**src/sv/sfd_pkg.sv**
```systemverilog
// Shared types, codes and helper functions for the frame deframer with CRC-32.
`timescale 1ns / 1ps

package sfd_pkg;

  // Default frame length cap; the top level takes this as its parameter default.
  localparam int MAX_FRAME_BYTES_DEF = 142;
  // Shortest complete frame: sync, marker, four CRC bytes, count byte.
  localparam logic [7:0] MIN_FRAME_BYTES = 8'd7;

  // Frame phase positions held in frame_count.
  localparam logic [7:0] FC_IDLE   = 8'd0;
  localparam logic [7:0] FC_MARK   = 8'd1;
  localparam logic [7:0] FC_COUNT  = 8'd6;

  localparam logic [7:0] SYNC_BYTE   = 8'h92;
  localparam logic [7:0] MARK_BYTE   = 8'hCE;
  localparam logic [3:0] COUNT_NIB   = 4'h9;   // count byte is 0x90 + n
  localparam logic [7:0] TYPE_FALSE  = 8'hC2;
  localparam logic [7:0] TYPE_TRUE   = 8'hC3;
  localparam logic [7:0] TYPE_FLOAT  = 8'hCA;
  localparam logic [7:0] TYPE_DOUBLE = 8'hCB;
  localparam logic [7:0] TYPE_U8     = 8'hCC;
  localparam logic [7:0] TYPE_U64    = 8'hCF;
  localparam logic [7:0] TYPE_S8     = 8'hD0;
  localparam logic [7:0] TYPE_S64    = 8'hD3;
  localparam logic [7:0] STR_FIRST   = 8'hA0;
  localparam logic [7:0] STR_LAST    = 8'hAF;

  localparam logic [31:0] CRC_POLY = 32'hEDB88320;

  localparam logic [3:0] KIND_BOOL      = 4'd0;
  localparam logic [3:0] KIND_UINT_BASE = 4'd1;
  localparam logic [3:0] KIND_SINT_BASE = 4'd5;
  localparam logic [3:0] KIND_FLOAT     = 4'd9;
  localparam logic [3:0] KIND_DOUBLE    = 4'd10;
  localparam logic [3:0] KIND_STRING    = 4'd11;

  localparam logic [3:0] LEN_FLOAT  = 4'd4;
  localparam logic [3:0] LEN_DOUBLE = 4'd8;

  typedef enum logic [1:0] {
    ST_BUSY    = 2'd0,
    ST_OK      = 2'd1,
    ST_CRC_BAD = 2'd2,
    ST_REJECT  = 2'd3
  } status_t;

  typedef enum logic [1:0] {
    ROLE_HEADER = 2'd0,
    ROLE_COUNT  = 2'd1,
    ROLE_TYPE   = 2'd2,
    ROLE_DATA   = 2'd3
  } role_t;

  typedef struct packed {
    logic [7:0]  frame_count;
    logic [31:0] crc_expected;
    logic [31:0] crc_running;
    logic [3:0]  objects_left;
    logic [3:0]  payload_left;
    logic [3:0]  current_index;
    logic [3:0]  current_kind;
    logic [63:0] value_shift;
  } state_t;

  typedef struct packed {
    status_t     status;
    role_t       role;
    logic [3:0]  index;
    logic [3:0]  kind;
    logic        obj_end;
    logic [63:0] value;
  } result_t;

  typedef struct packed {
    logic       ok;
    logic [3:0] kind;
    logic [3:0] len;
  } type_dec_t;

  // One byte of reflected CRC-32 on a finalized (inverted) value.
  function automatic logic [31:0] crc_byte(input logic [31:0] fin, input logic [7:0] b);
    logic [31:0] c;
    c = ~fin ^ {24'h0, b};
    for (int k = 0; k < 8; k++) begin
      c = c[0] ? ((c >> 1) ^ CRC_POLY) : (c >> 1);
    end
    return ~c;
  endfunction

  function automatic type_dec_t decode_type(input logic [7:0] b);
    type_dec_t d;
    d = '0;
    priority if (b == TYPE_FALSE || b == TYPE_TRUE) begin
      d.ok   = 1'b1;
      d.kind = KIND_BOOL;
    end else if (b >= TYPE_U8 && b <= TYPE_U64) begin
      d.ok   = 1'b1;
      d.kind = KIND_UINT_BASE + {2'b00, b[1:0]};
      d.len  = 4'd1 << b[1:0];
    end else if (b >= TYPE_S8 && b <= TYPE_S64) begin
      d.ok   = 1'b1;
      d.kind = KIND_SINT_BASE + {2'b00, b[1:0]};
      d.len  = 4'd1 << b[1:0];
    end else if (b == TYPE_FLOAT) begin
      d.ok   = 1'b1;
      d.kind = KIND_FLOAT;
      d.len  = LEN_FLOAT;
    end else if (b == TYPE_DOUBLE) begin
      d.ok   = 1'b1;
      d.kind = KIND_DOUBLE;
      d.len  = LEN_DOUBLE;
    end else if (b >= STR_FIRST && b <= STR_LAST) begin
      d.ok   = 1'b1;
      d.kind = KIND_STRING;
      d.len  = b[3:0];
    end else begin
      d.ok   = 1'b0;
    end
    return d;
  endfunction

endpackage

```
**src/sv/stream_frame_deframer_crc.sv**
```systemverilog
// Top level: byte-stream frame deframer with running CRC-32 and per-byte tags.
`timescale 1ns / 1ps
// Path: a byte taken into the input register is parsed and its tag written to the output register
// when the output stage can take it. One byte per cycle unless out_stall holds the output; the parse
//   step, CRC byte update and type decode all sit between the input register and the output register.
// Reset (rst_n, synchronous, active low): both stages empty, parser back to idle with
//   zeroed counters and CRC; payload registers are not cleared.

module stream_frame_deframer_crc #(
  parameter int MAX_FRAME_BYTES = sfd_pkg::MAX_FRAME_BYTES_DEF
) (
  input  logic        clk,
  input  logic        rst_n,

  input  logic        in_valid,
  output logic        in_stall,
  input  logic [7:0]  in_data_byte,

  output logic        out_valid,
  input  logic        out_stall,
  output logic [1:0]  out_frame_status,
  output logic [1:0]  out_byte_role,
  output logic [3:0]  out_object_index,
  output logic [3:0]  out_object_kind,
  output logic        out_object_end,
  output logic [63:0] out_object_value
);

  // Input stage: one byte waiting to be parsed.
  logic             in_vld_r;
  logic [7:0]       in_byte_r;

  // Output stage: tag of the last parsed byte, waiting for the consumer.
  logic             out_vld_r;
  sfd_pkg::result_t res_r;
  sfd_pkg::result_t res_nxt;

  // Parser state lives here; it advances only when a byte moves to the output stage.
  sfd_pkg::state_t  state_r;
  sfd_pkg::state_t  state_nxt;

  logic             adv;

  // A byte moves forward when the output stage is empty or is being drained this cycle.
  // The input register can take one new byte while the previous tag is still waiting;
  // once that byte cannot move forward, in_stall holds off the next one.
  assign adv      = in_vld_r && (!out_vld_r || !out_stall);
  assign in_stall = in_vld_r && !adv;

  sfd_parse #(
    .MAX_FRAME_BYTES (MAX_FRAME_BYTES)
  ) u_parse (
    .state_cur (state_r),
    .data_byte (in_byte_r),
    .state_nxt (state_nxt),
    .result    (res_nxt)
  );

  always_ff @(posedge clk) begin
    if (!rst_n) begin
      in_vld_r <= 1'b0;
    end else if (!in_stall) begin
      in_vld_r <= in_valid;
    end
  end

  always_ff @(posedge clk) begin
    if (in_valid && !in_stall) begin
      in_byte_r <= in_data_byte;
    end
  end

  always_ff @(posedge clk) begin
    if (!rst_n) begin
      out_vld_r <= 1'b0;
      state_r   <= '0;
    end else if (adv) begin
      out_vld_r <= 1'b1;
      state_r   <= state_nxt;
    end else if (!out_stall) begin
      out_vld_r <= 1'b0;
    end
  end

  always_ff @(posedge clk) begin
    if (adv) begin
      res_r <= res_nxt;
    end
  end

  assign out_valid        = out_vld_r;
  assign out_frame_status = res_r.status;
  assign out_byte_role    = res_r.role;
  assign out_object_index = res_r.index;
  assign out_object_kind  = res_r.kind;
  assign out_object_end   = res_r.obj_end;
  assign out_object_value = res_r.value;

`ifndef SYNTHESIS
  // A rejected byte carries no tag content.
  a_reject_clean: assert property (@(posedge clk) disable iff (!rst_n)
    (out_valid && out_frame_status == sfd_pkg::ST_REJECT) |->
      (out_byte_role == sfd_pkg::ROLE_HEADER && out_object_index == '0 &&
       out_object_kind == '0 && !out_object_end && out_object_value == '0))
    else $error("rejected byte has nonzero tag");

  // Object end only on type or data bytes.
  a_end_role: assert property (@(posedge clk) disable iff (!rst_n)
    (out_valid && out_object_end) |->
      (out_byte_role == sfd_pkg::ROLE_TYPE || out_byte_role == sfd_pkg::ROLE_DATA))
    else $error("object end on header or count byte");

  // Frame length never passes the cap.
  a_len_cap: assert property (@(posedge clk) disable iff (!rst_n)
    state_r.frame_count <= 8'(MAX_FRAME_BYTES))
    else $error("frame count above cap");

  // A bool never has payload bytes outstanding.
  a_bool_no_payload: assert property (@(posedge clk) disable iff (!rst_n)
    (state_r.payload_left != '0) |-> (state_r.current_kind != sfd_pkg::KIND_BOOL))
    else $error("payload pending on bool object");

  // A good CRC closes the frame: parser returns to idle.
  a_ok_idle: assert property (@(posedge clk) disable iff (!rst_n)
    (adv && res_nxt.status == sfd_pkg::ST_OK) |=> (state_r.frame_count == '0))
    else $error("parser not idle after good frame");
`endif

endmodule

```
**src/sv/sfd_parse.sv**
```systemverilog
// Single-byte parse step: next parser state and the tag for one byte.
`timescale 1ns / 1ps

module sfd_parse #(
  parameter int MAX_FRAME_BYTES = sfd_pkg::MAX_FRAME_BYTES_DEF
) (
  input  sfd_pkg::state_t  state_cur,
  input  logic [7:0]       data_byte,
  output sfd_pkg::state_t  state_nxt,
  output sfd_pkg::result_t result
);

  logic [7:0]         fc;
  logic [7:0]         fc_inc;
  logic               reject;
  sfd_pkg::type_dec_t dec;
  sfd_pkg::state_t    s;
  sfd_pkg::result_t   r;

  always_comb begin
    // length cap restarts the parser before the byte is looked at
    fc     = (state_cur.frame_count >= 8'(MAX_FRAME_BYTES)) ? sfd_pkg::FC_IDLE
                                                            : state_cur.frame_count;
    fc_inc = fc + 8'd1;
    dec    = sfd_pkg::decode_type(data_byte);
    s      = state_cur;
    s.frame_count = fc;
    r      = '0;
    reject = 1'b0;

    priority if (fc == sfd_pkg::FC_IDLE) begin
      if (data_byte != sfd_pkg::SYNC_BYTE) reject = 1'b1;
      else s.frame_count = fc_inc;
    end else if (fc == sfd_pkg::FC_MARK) begin
      if (data_byte != sfd_pkg::MARK_BYTE) begin
        reject = 1'b1;
      end else begin
        s.crc_expected = '0;
        s.crc_running  = '0;
        s.frame_count  = fc_inc;
      end
    end else if (fc < sfd_pkg::FC_COUNT) begin
      s.crc_expected = {state_cur.crc_expected[23:0], data_byte};
      s.frame_count  = fc_inc;
    end else begin
      priority if (fc == sfd_pkg::FC_COUNT) begin
        if (data_byte[7:4] != sfd_pkg::COUNT_NIB) begin
          reject = 1'b1;
        end else begin
          s.objects_left  = data_byte[3:0];
          s.payload_left  = '0;
          s.current_index = '1;
          s.current_kind  = sfd_pkg::KIND_BOOL;
          s.value_shift   = '0;
          r.role          = sfd_pkg::ROLE_COUNT;
        end
      end else if (state_cur.payload_left != '0) begin
        s.payload_left = state_cur.payload_left - 4'd1;
        s.value_shift  = {state_cur.value_shift[55:0], data_byte};
        r.role         = sfd_pkg::ROLE_DATA;
        r.index        = state_cur.current_index;
        r.kind         = state_cur.current_kind;
        r.obj_end      = (s.payload_left == '0);
        r.value        = s.value_shift;
      end else if (state_cur.objects_left != '0) begin
        if (!dec.ok) begin
          reject = 1'b1;
        end else begin
          s.objects_left  = state_cur.objects_left - 4'd1;
          s.payload_left  = dec.len;
          s.current_index = state_cur.current_index + 4'd1;
          s.current_kind  = dec.kind;
          s.value_shift   = (dec.kind == sfd_pkg::KIND_BOOL) ? {63'd0, data_byte[0]} : '0;
          r.role          = sfd_pkg::ROLE_TYPE;
          r.index         = s.current_index;
          r.kind          = dec.kind;
          r.obj_end       = (dec.len == '0);
          r.value         = s.value_shift;
        end
      end else begin
        // nothing outstanding (e.g. right after a CRC mismatch)
        reject = 1'b1;
      end

      if (!reject) begin
        s.crc_running = sfd_pkg::crc_byte(state_cur.crc_running, data_byte);
        s.frame_count = fc_inc;
        if (fc_inc >= sfd_pkg::MIN_FRAME_BYTES && s.objects_left == '0 &&
            s.payload_left == '0) begin
          if (s.crc_running == s.crc_expected) begin
            r.status      = sfd_pkg::ST_OK;
            s.frame_count = sfd_pkg::FC_IDLE;
          end else begin
            r.status = sfd_pkg::ST_CRC_BAD;
          end
        end
      end
    end

    if (reject) begin
      s.frame_count = sfd_pkg::FC_IDLE;
      r             = '0;
      r.status      = sfd_pkg::ST_REJECT;
    end

    state_nxt = s;
    result    = r;
  end

endmodule
```
**config.mk**
```make
export PLATFORM = sky130hd
export DESIGN_NAME = stream_frame_deframer_crc
export DESIGN_NICKNAME = d
export VERILOG_FILES = /design/src/sv/sfd_pkg.sv /design/src/sv/stream_frame_deframer_crc.sv /design/src/sv/sfd_parse.sv
export SDC_FILE = /design/constraint.sdc
export NUM_CORES = 1
export LEC_CHECK = 0
export BUFFER_PORTS_ARGS = -buffer_cell sky130_fd_sc_hd__buf_2
export CORE_MARGIN = 3
export CORE_UTILIZATION = 45
export DETAILED_ROUTE_END_ITERATION = 6
export PLACE_DENSITY = 0.63
export SYNTH_ARGS = -nofsm -noshare
export SYNTH_HDL_FRONTEND = slang
export SYNTH_HIERARCHICAL = 1
export SYNTH_SLANG_ARGS = --single-unit
```
**constraint.sdc**
```tcl
create_clock -name clk -period 7.15 [get_ports clk]
set_clock_uncertainty 0.05 [all_clocks]
set_input_delay 1.43 -clock clk [delete_from_list [all_inputs] [get_ports clk]]
set_output_delay 1.43 -clock clk [all_outputs]
set_load 0.02 [all_outputs]
```
Yosys cells after proc, flatten, opt, wreduce, memory -nomap -nowiden
Cells that the tools add are included.

Word-level logic and storage cells: 165. Register bits after elaboration: 239. Output and inout port bits: 79.

Shift-type cells: 1. Mux-type cells: 68. Magnitude comparators: 9. Equality and inequality tests: 16. $add $sub $neg: 6. Bitwise gates (word level): 14. Reductions and logical operators: 34.

Operators by type and width (count): two-way mux 80 bit (7); two-way mux 32 bit (10); two-way mux 77 bit (3); two-way mux 75 bit (3); two-way mux 72 bit (2); two-way mux 112 bit (1); NOT 13 -> 14 bit (8); two-way mux 8 bit (10); two-way mux 73 bit (1); two-way mux 64 bit (1); NOT 32 bit (2); two-way mux 9 bit (4); == test 32 bit (1); == test 8 bit, second input constant (4); >= comparator 8 bit, second input constant (4); bitwise XOR 32 x 8 -> 32 bit (1); less-or-equal comparator 8 bit, second input constant (3); logical NOT 4 bit (5); two-way mux 1 bit (18); inequality test 8 bit, second input constant (2); two-way mux 4 bit (3); nonzero test 6 bit (2); nonzero test 5 bit (2); adder 8 x 1 -> 8 bit, second input constant (1); 29 further kinds (50).

Longest topological paths before layout
Gate-level depths: netlist of run 1.

Depth after elaboration: 27. Depth in mapped cells: 18.

By module
Netlist of run 1, hierarchy kept.

Modules (own cells, without submodules): stream_frame_deframer_crc (area each 8657.1 um^2, instances 1, cells each 752); sfd_parse (area each 5123.7 um^2, instances 1, cells each 727).

Worst setup path after synthesis of run 1
No wires, ideal clock.

Path kind: reg-to-reg. Start point: register state_r[148] in the netlist's numbering. End point: register state_r[144] in the netlist's numbering. Arrival time: 3.545 ns. Stages on the path, launching flop included: 18. Required time: 6.948 ns. Slack: 3.403 ns. Cell sequence: dfxtp_1 -> or3_1 -> clkbuf_1 -> o21ai_1 -> nand2_1 -> inv_1 -> ha_1 -> nor4bb_1 -> nand2_1 -> clkbuf_1 -> a32oi_1 -> o31ai_1 -> nor2_1 -> nand4_1 -> nor4_4 -> a21boi_0 -> nand2_1 -> mux2i_1.

RTL lines: from (decl) (RTL line stream_frame_deframer_crc.sv:39) `sfd_pkg::state_t state_r;`; from (signal assigned) (RTL line stream_frame_deframer_crc.sv:79) `state_r <= state_nxt;`.

Worst setup path in the final report of run 1
Start point: register state_r[148] in the netlist's numbering. End point: register state_r[81] in the netlist's numbering.

Word-level cells in the longest chain between the ends: 9. Elaborated cells on any way between the ends: 16.

RTL lines: >= comparator 8 bit (RTL line sfd_parse.sv:22) `fc = (state_cur.frame_count >= 8'(MAX_FRAME_BYTES)) ? sfd_pkg::FC_IDLE`; two-way mux 8 bit (*) (RTL line sfd_parse.sv:22); == test 8 x 3 -> 1 bit (RTL line sfd_parse.sv:46) `priority if (fc == sfd_pkg::FC_COUNT) begin`; two-way mux 1 bit (RTL line sfd_parse.sv:46); two-way mux 1 bit (RTL line sfd_parse.sv:42) `end else if (fc < sfd_pkg::FC_COUNT) begin`; two-way mux 1 bit (RTL line sfd_parse.sv:34) `end else if (fc == sfd_pkg::FC_MARK) begin`; two-way mux 1 bit (RTL line sfd_parse.sv:31) `priority if (fc == sfd_pkg::FC_IDLE) begin`; inequality test 2 x 1 -> 1 bit (no line); AND reduction 5 bit (no line).

Mark *: on every way between the ends. The rest lies on a longest branch, timed or not. The select of a mux whose other input is x is not followed. A chain may end at the register's enable or synchronous reset.

==> impl_metrics.prom, run 1 <==
# TYPE chip_impl_metric gauge
chip_impl_metric{name="floorplan.die.width",unit="um"} 179
chip_impl_info{name="critPathCaptureType",value="register"} 1
chip_impl_metric{name="postLayoutCoreUtil",unit="%"} 51.2
chip_impl_metric{name="antenna_cells",unit=""} 0
chip_impl_metric{name="timing.final.crit_period",unit="ns"} 4.71
chip_impl_metric{name="post-route-period-util",unit="%"} 65.8
chip_impl_metric{name="grt.overflow.total",unit=""} 0
chip_impl_metric{name="count_of_instances_resized_after_the_clock_tree_is_built",unit=""} 0
chip_impl_metric{name="yosysWarnings",unit=""} 6
chip_impl_metric{name="timing.final.hold_violations",unit=""} 0
chip_impl_metric{name="grt_antenna_before_repair",unit=""} 0
chip_impl_metric{name="worst_skew_pair.late_latency",unit="ns"} 0.53
chip_impl_metric{name="final_area",unit="mm2"} 0.0148
chip_impl_metric{name="static_leak",unit="nW"} 5.92
chip_impl_metric{name="dp_slack",unit="ns"} 2.51
chip_impl_metric{name="drc",unit=""} 0
chip_impl_metric{name="vias_post_dr",unit=""} 10349
chip_impl_metric{name="power.density",unit="mW/mm2"} 208
chip_impl_metric{name="finalSetupTns",unit="ns"} 0
chip_impl_metric{name="io_pins",unit=""} 91
chip_impl_metric{name="placedInstanceArea",unit="mm2"} 0.0140
chip_impl_metric{name="maxSlewHeadroom",unit="%"} 22.2
chip_impl_metric{name="route.final.wire_length",unit="um"} 32600
chip_impl_metric{name="critical_path.max_fanout",unit=""} 32
chip_impl_metric{name="drt-pass1-iter-count",unit=""} 6
chip_impl_metric{name="tritoncts_num_sinks",unit=""} 231
chip_impl_metric{name="place.port_buffers",unit=""} 90
chip_impl_metric{name="report.final.slew_viol_count",unit=""} 0
chip_impl_metric{name="clkSlewWorstSetupHoldPaths",unit="ns"} 0.06
chip_impl_metric{name="syn-cell-area",unit="mm2"} 0.0134
chip_impl_metric{name="p_total",unit="mW"} 3.09
chip_impl_metric{name="number_of_clock_buffers_inserted_by_tritoncts",unit=""} 26
chip_impl_metric{name="cp_data_required_time",unit="ns"} 7.56
chip_impl_metric{name="post_cts_buffers",unit=""} 0
chip_impl_metric{name="postCtsHoldBufs",unit=""} 0
chip_impl_info{name="outcome",value="complete, no violations"} 1
chip_impl_info{name="worst_setup_path_start_kind",value="register"} 1
chip_impl_metric{name="grt_max_degree",unit=""} 225
chip_impl_metric{name="initial_core_util",unit="%"} 46.3
chip_impl_metric{name="postSynthCellCount",unit=""} 1439
chip_impl_metric{name="placementRows",unit=""} 62
chip_impl_metric{name="cts-htree-levels",unit=""} 1
chip_impl_info{name="tritoncts",value="done"} 1
chip_impl_metric{name="max_freq",unit="MHz"} 212
chip_impl_metric{name="area_growth",unit="%"} 10.6
chip_impl_metric{name="drive_gt1_share",unit="%"} 11.7
chip_impl_metric{name="irDropWorstVdd",unit="mV"} 0.163
chip_impl_metric{name="final_critical_path_setup_slack",unit="ns"} 2.44
chip_impl_metric{name="via_per_inst",unit=""} 5.54
chip_impl_metric{name="worstPathArrival",unit="ns"} 5.12
chip_impl_metric{name="wl_per_cell",unit="um"} 17.4
chip_impl_metric{name="fp.dieH",unit="um"} 179
chip_impl_metric{name="drt_iter0_markers",unit=""} 682
chip_impl_metric{name="max_slew.worst_pin.slew",unit="ns"} 1.17
chip_impl_info{name="cts_root_buffer",value="sky130_fd_sc_hd__clkbuf_16"} 1
chip_impl_metric{name="post_synth.cell_area_avg",unit="um2"} 9.33
chip_impl_metric{name="design.final.nets",unit=""} 1488
chip_impl_metric{name="placeable_core_area",unit="mm2"} 0.0290
chip_impl_metric{name="grt_pass1_vias",unit=""} 9604
chip_impl_metric{name="first_pass_grt_wire_length",unit="um"} 51900
chip_impl_metric{name="floorplan.die_area",unit="mm2"} 0.0319
chip_impl_metric{name="grt_util_all_layers",unit="%"} 20.0
chip_impl_info{name="hold_path.class",value="reg -> reg"} 1
chip_impl_metric{name="ant_nets",unit=""} 0
chip_impl_metric{name="cts_buffer_depth",unit=""} 3
chip_impl_metric{name="finalWeightedCongestion",unit=""} 0.921
chip_impl_metric{name="cap_violations",unit=""} 0
chip_impl_info{name="worst-setup-path-type",value="reg -> reg"} 1
chip_impl_metric{name="setup_violations",unit=""} 0
chip_impl_metric{name="place_hpwl",unit="um"} 21000
chip_impl_metric{name="mappedNetlistNets",unit=""} 1464
chip_impl_info{name="rsz_0062_raised_after_global_routing",value="false"} 1
==> stage by stage <==
step                      cells  hold WS [ns]
after floorplan            1439         0.384
after global placement     1819         0.402
after detailed placement   1819         0.412
after CTS                  1867         0.421
after global routing       1867         0.435
final                      1867         0.417
==> cell usage in the layout, fill, tap and decap left out, drive strengths merged, types with 5 or more instances in the layout <==
| master | count |
|---|---|
| ha | 13 |
| and3 | 68 |
| buf | 102 |
| a21o | 63 |
| nor3 | 15 |
| edfxtp | 85 |
| xnor2 | 89 |
| clkinv | 8 |
| o21ai | 58 |
| a22o | 40 |
| xnor3 | 13 |
| nand4 | 12 |
| xor2 | 25 |
| nand2b | 7 |
| mux2i | 148 |
| a21oi | 26 |
| a22oi | 6 |
| clkbuf | 36 |
| nor4 | 8 |
| and2 | 6 |
| nand2 | 352 |
| a31oi | 6 |
| nand3 | 11 |
| dfxtp | 146 |
| or3 | 5 |
| inv | 20 |
| nor2 | 36 |
==> metal layers <==
metal	up-vias	part of all wire, %	GRT usage, %
met5	-	0	0
met4	0	2.7	5.55
met3	61	5.2	2.67
met2	263	46	33.5
met1	4940	46	27.1
li1	5085	-	-
==> flip-flops by register name (all words and copies together) (netlist names) <==
| signal | cells |
|---|---|
| in_byte_r | 8 |
| out_object_kind | 4 |
| out_byte_role | 2 |
| out_object_end | 1 |
| out_object_index | 4 |
| out_object_value | 64 |
| out_frame_status | 2 |
| in_vld_r | 1 |
| out_valid | 1 |
| state_r | 144 |
==> cell type report <==
class / count / area (um2)
clock buffer: 35 / 724
multi-input combinational: 1083 / 7370
sequential: 231 / 5480
fill: 2704 / 14200
timing repair buffer: 103 / 582
tap: 384 / 480
clock inverter: 13 / 154
inverter: 18 / 67.6
==> critical path: stages (launching register included) <==
cell                       delay, ns
sky130_fd_sc_hd__dfxtp_1        0.37
sky130_fd_sc_hd__or3_1          0.53
sky130_fd_sc_hd__o21ai_1        0.41
sky130_fd_sc_hd__nand2_1        0.17
sky130_fd_sc_hd__inv_1          0.12
sky130_fd_sc_hd__ha_1           0.18
sky130_fd_sc_hd__nor4bb_1       0.37
sky130_fd_sc_hd__nand2_1        0.38
sky130_fd_sc_hd__nor2_1         0.33
sky130_fd_sc_hd__a31oi_1        0.17
sky130_fd_sc_hd__nand2_4        0.14
sky130_fd_sc_hd__a21o_1         0.90
sky130_fd_sc_hd__nand2_1        0.15
sky130_fd_sc_hd__o21ai_0        0.14
sky130_fd_sc_hd__nand2_1        0.08
sky130_fd_sc_hd__mux2i_1        0.14
==> power breakdown <==
group          total (mW)  switching, mW  internal [mW]  leakage, nW
Sequential           1.40         0.0178           1.39         1.92
Clock                1.37          0.547          0.820        0.431
Combinational       0.319          0.193          0.125         3.56
==> final timing paths <==
| path | start | end | slack [ns] | cells past startpoint |
|---|---|---|---|---|
| setup / recovery | state_r[148]$_SDFFE_PN0P_ | state_r[81]$_SDFFE_PN0P_ | 2.44 | 15 |
| hold / removal | state_r[38]$_SDFFE_PN0P_ | state_r[38]$_SDFFE_PN0P_ | 0.42 | 2 |
| setup reg to reg | state_r[148]$_SDFFE_PN0P_ | state_r[81]$_SDFFE_PN0P_ | 2.44 | 15 |
| hold reg to reg | state_r[38]$_SDFFE_PN0P_ | state_r[38]$_SDFFE_PN0P_ | 0.42 | 2 |
Note: power is estimated with default switching activity, not from simulation.
==> run 2, diff against run 1 <==
Clock period 7.15 ns to 4.6 ns, I/O delays scaled along.
==> impl_metrics.prom, run 2 (synthesis gave the netlist of run 1 again) <==
# TYPE chip_impl_metric gauge
chip_impl_metric{name="cp_data_required_time",unit="ns"} 4.95
chip_impl_metric{name="drc",unit=""} 0
chip_impl_info{name="outcome",value="complete, no violations"} 1
chip_impl_metric{name="timing.reg2reg.worst_path_depth",unit=""} 15
chip_impl_metric{name="max_slew.worst_pin.slew",unit="ns"} 1.22
chip_impl_metric{name="cts-htree-levels",unit=""} 1
chip_impl_metric{name="timing.final.hold_violations",unit=""} 0
chip_impl_metric{name="io_pins",unit=""} 91
chip_impl_metric{name="design.final.nets",unit=""} 1505
chip_impl_info{name="min_delay_worst_endpoint",value="state_r[28]$_SDFFE_PN0P_"} 1
chip_impl_metric{name="cap_violations",unit=""} 0
chip_impl_metric{name="tritoncts_num_sinks",unit=""} 231
chip_impl_info{name="hp-start",value="state_r[28]$_SDFFE_PN0P_"} 1
chip_impl_metric{name="drt_iter0_markers",unit=""} 651
chip_impl_info{name="critPathCaptureType",value="register"} 1
chip_impl_metric{name="maxSlewHeadroom",unit="%"} 18.0
chip_impl_metric{name="number_of_clock_buffers_inserted_by_tritoncts",unit=""} 27
chip_impl_metric{name="ant_nets",unit=""} 0
chip_impl_metric{name="finalWeightedCongestion",unit=""} 0.889
chip_impl_metric{name="worst_skew_pair.late_latency",unit="ns"} 0.55
chip_impl_metric{name="grt_pass1_vias",unit=""} 9845
chip_impl_metric{name="drt-pass1-iter-count",unit=""} 5
chip_impl_metric{name="worstPathArrival",unit="ns"} 4.57
chip_impl_metric{name="timing.final.crit_period",unit="ns"} 4.21
chip_impl_info{name="rsz_0062_raised_after_global_routing",value="false"} 1
chip_impl_metric{name="post_layout_instance_count_excluding_filler_cells",unit=""} 1885
chip_impl_info{name="top_register",value="state_r"} 1
chip_impl_info{name="mostFrequentLayoutCell",value="sky130_fd_sc_hd__nand2_1"} 1
chip_impl_metric{name="floorplan.die_area",unit="mm2"} 0.0319
chip_impl_metric{name="finalSetupTns",unit="ns"} 0
chip_impl_metric{name="wl_per_cell",unit="um"} 17.8
chip_impl_metric{name="hold_path_depth",unit=""} 2
chip_impl_metric{name="largest_register_ff_count",unit=""} 144
chip_impl_metric{name="antenna_cells",unit=""} 0
chip_impl_info{name="timing.rr.start",value="state_r[148]$_SDFFE_PN0P_"} 1
chip_impl_metric{name="area_growth",unit="%"} 11.3
chip_impl_metric{name="placed_cells_incl_taps",unit=""} 1835
chip_impl_metric{name="critical_path.max_stage_delay",unit="ns"} 0.59
chip_impl_info{name="final_cell_mix",value="sky130_fd_sc_hd__nand2_1, sky130_fd_sc_hd__mux2i_1, sky130_fd_sc_hd__dfxtp_1, sky130_fd_sc_hd__buf_2, sky130_fd_sc_hd__edfxtp_1"} 1
chip_impl_metric{name="place.port_buffers",unit=""} 90
chip_impl_metric{name="vias_post_dr",unit=""} 10380
chip_impl_info{name="cts_root_buffer",value="sky130_fd_sc_hd__clkbuf_16"} 1
chip_impl_metric{name="cts_buffer_depth",unit=""} 3
chip_impl_metric{name="floorplan.die.width",unit="um"} 179
chip_impl_info{name="critPathMostFrequentCell",value="sky130_fd_sc_hd__nand2_1"} 1
chip_impl_metric{name="grt.overflow.total",unit=""} 0
chip_impl_metric{name="via_per_inst",unit=""} 5.51
chip_impl_metric{name="critical_path.max_fanout",unit=""} 9
chip_impl_info{name="cell_chain_critical_path",value="or3_1 -> o21ai_1 -> nand2_1 -> inv_1 -> ha_1 -> nor4bb_1 -> nand2_1 -> nor2_1 -> a31oi_1 -> o2bb2ai_1 -> nand4_1 -> nor4_4 -> a21boi_0 -> nand2_1 -> mux2i_1"} 1
chip_impl_metric{name="initial_core_util",unit="%"} 46.3
chip_impl_info{name="tritoncts",value="done"} 1
chip_impl_metric{name="power.density",unit="mW/mm2"} 314
chip_impl_metric{name="setup_violations",unit=""} 0
chip_impl_metric{name="irDropWorstVdd",unit="mV"} 0.281
chip_impl_metric{name="placementRows",unit=""} 62
chip_impl_metric{name="place_hpwl",unit="um"} 22400
chip_impl_metric{name="route.final.wire_length",unit="um"} 33500
chip_impl_metric{name="clkSlewWorstSetupHoldPaths",unit="ns"} 0.06
chip_impl_metric{name="grt_antenna_before_repair",unit=""} 0
chip_impl_metric{name="post-route-period-util",unit="%"} 91.6
chip_impl_metric{name="drive_gt1_share",unit="%"} 12.3
chip_impl_metric{name="post_cts_buffers",unit=""} 0
chip_impl_metric{name="placeable_core_area",unit="mm2"} 0.0290
chip_impl_metric{name="timing.reg2reg.setup_slack",unit="ns"} 0.39
chip_impl_metric{name="static_leak",unit="nW"} 5.98
chip_impl_metric{name="grt_util_all_layers",unit="%"} 20.8
chip_impl_metric{name="report.final.slew_viol_count",unit=""} 0
chip_impl_info{name="crit_path_top_delay_cell",value="sky130_fd_sc_hd__nor4_4"} 1
chip_impl_metric{name="fp.dieH",unit="um"} 179
chip_impl_metric{name="first_pass_grt_wire_length",unit="um"} 53800
chip_impl_info{name="regToRegEndpoint",value="state_r[144]$_SDFFE_PN0P_"} 1
chip_impl_info{name="hold_path.class",value="reg -> reg"} 1
chip_impl_info{name="worst-setup-path-type",value="reg -> reg"} 1
chip_impl_metric{name="grt_max_degree",unit=""} 132
chip_impl_info{name="worst_setup_path_start_kind",value="register"} 1
chip_impl_metric{name="max_freq",unit="MHz"} 237
run 2: cell types whose count changed in the layout (fill, tap and decap cells not counted), sizes merged:
cell,previous run,this run
clkinv,8,16
clkbuf,36,32
bufinv,3,1
buf,102,118
run 2: worst max-delay path by stage:
stage	startpoint	end	cells after the start
2_1_floorplan	state_r[148]$_SDFFE_PN0P_	state_r[144]$_SDFFE_PN0P_	17
6_report	state_r[148]$_SDFFE_PN0P_	state_r[144]$_SDFFE_PN0P_	15
3_5_place_dp	state_r[148]$_SDFFE_PN0P_	state_r[85]$_SDFFE_PN0P_	14
3_3_place_gp	state_r[148]$_SDFFE_PN0P_	state_r[80]$_SDFFE_PN0P_	14
4_1_cts	state_r[148]$_SDFFE_PN0P_	state_r[144]$_SDFFE_PN0P_	15
5_1_grt	state_r[148]$_SDFFE_PN0P_	state_r[144]$_SDFFE_PN0P_	15
run 2: stage by stage:
| step | hold WS (ns) | power (mW) | setup WS, ns | cell area (um2) | utilization, % |
|---|---|---|---|---|---|
| after CTS | 0.420 | 4.74 | 0.367 | 14900 | 51.5 |
| after global placement | 0.402 | 2.73 | 0.522 | 14100 | 48.7 |
| after detailed placement | 0.412 | 2.73 | 0.383 | 14100 | 48.7 |
| after global routing | 0.429 | 4.86 | 0.0453 | 14900 | 51.5 |
| final | 0.419 | 4.69 | 0.385 | 14900 | 51.5 |
| after floorplan | 0.384 | 2.61 | 0.853 | 13400 | - |
run 2: area by class of cell:
type                       count  area (um2)
tap                          384         480
clock inverter                19         131
fill                        2700       14100
clock buffer                  31         691
sequential                   231        5480
inverter                      18        67.6
timing repair buffer         119         731
multi-input combinational   1083        7370
run 2: timing repair:
item / in CTS / in global routing
gates resized for setup: 0 / 1
hold buffers: 0 / 0
endpoints found under the setup margin: 0 / 25
run 2: critical path, delay by kind of cell (launching register included):
family	cells	cell delay (ns)
AND/OR/NAND/NOR	8	2.53
AO/OA/AOI/OAI	4	0.75
flip-flops	1	0.36
adder cells (fa/ha/maj)	1	0.19
buffers and inverters	1	0.12
multiplexers	1	0.07
run 2: power by group:
group | leakage (nW) | switching [mW] | internal, mW
sequential | 1.92 | 0.0229 | 2.15
combinational | 3.65 | 0.308 | 0.203
clock | 0.404 | 0.867 | 1.14
run 2: per-layer routing:
layer  vias up  routed length (um)  share of wire, %  global-route usage (%)
met4         0                 827               2.5                    5.62
met2       242               15700                47                    34.6
met1      4953               15600                46                    28.9
met5         -                   0                 0                       0
met3        57                1400               4.2                    2.35
li1       5128                   -                 -                       -
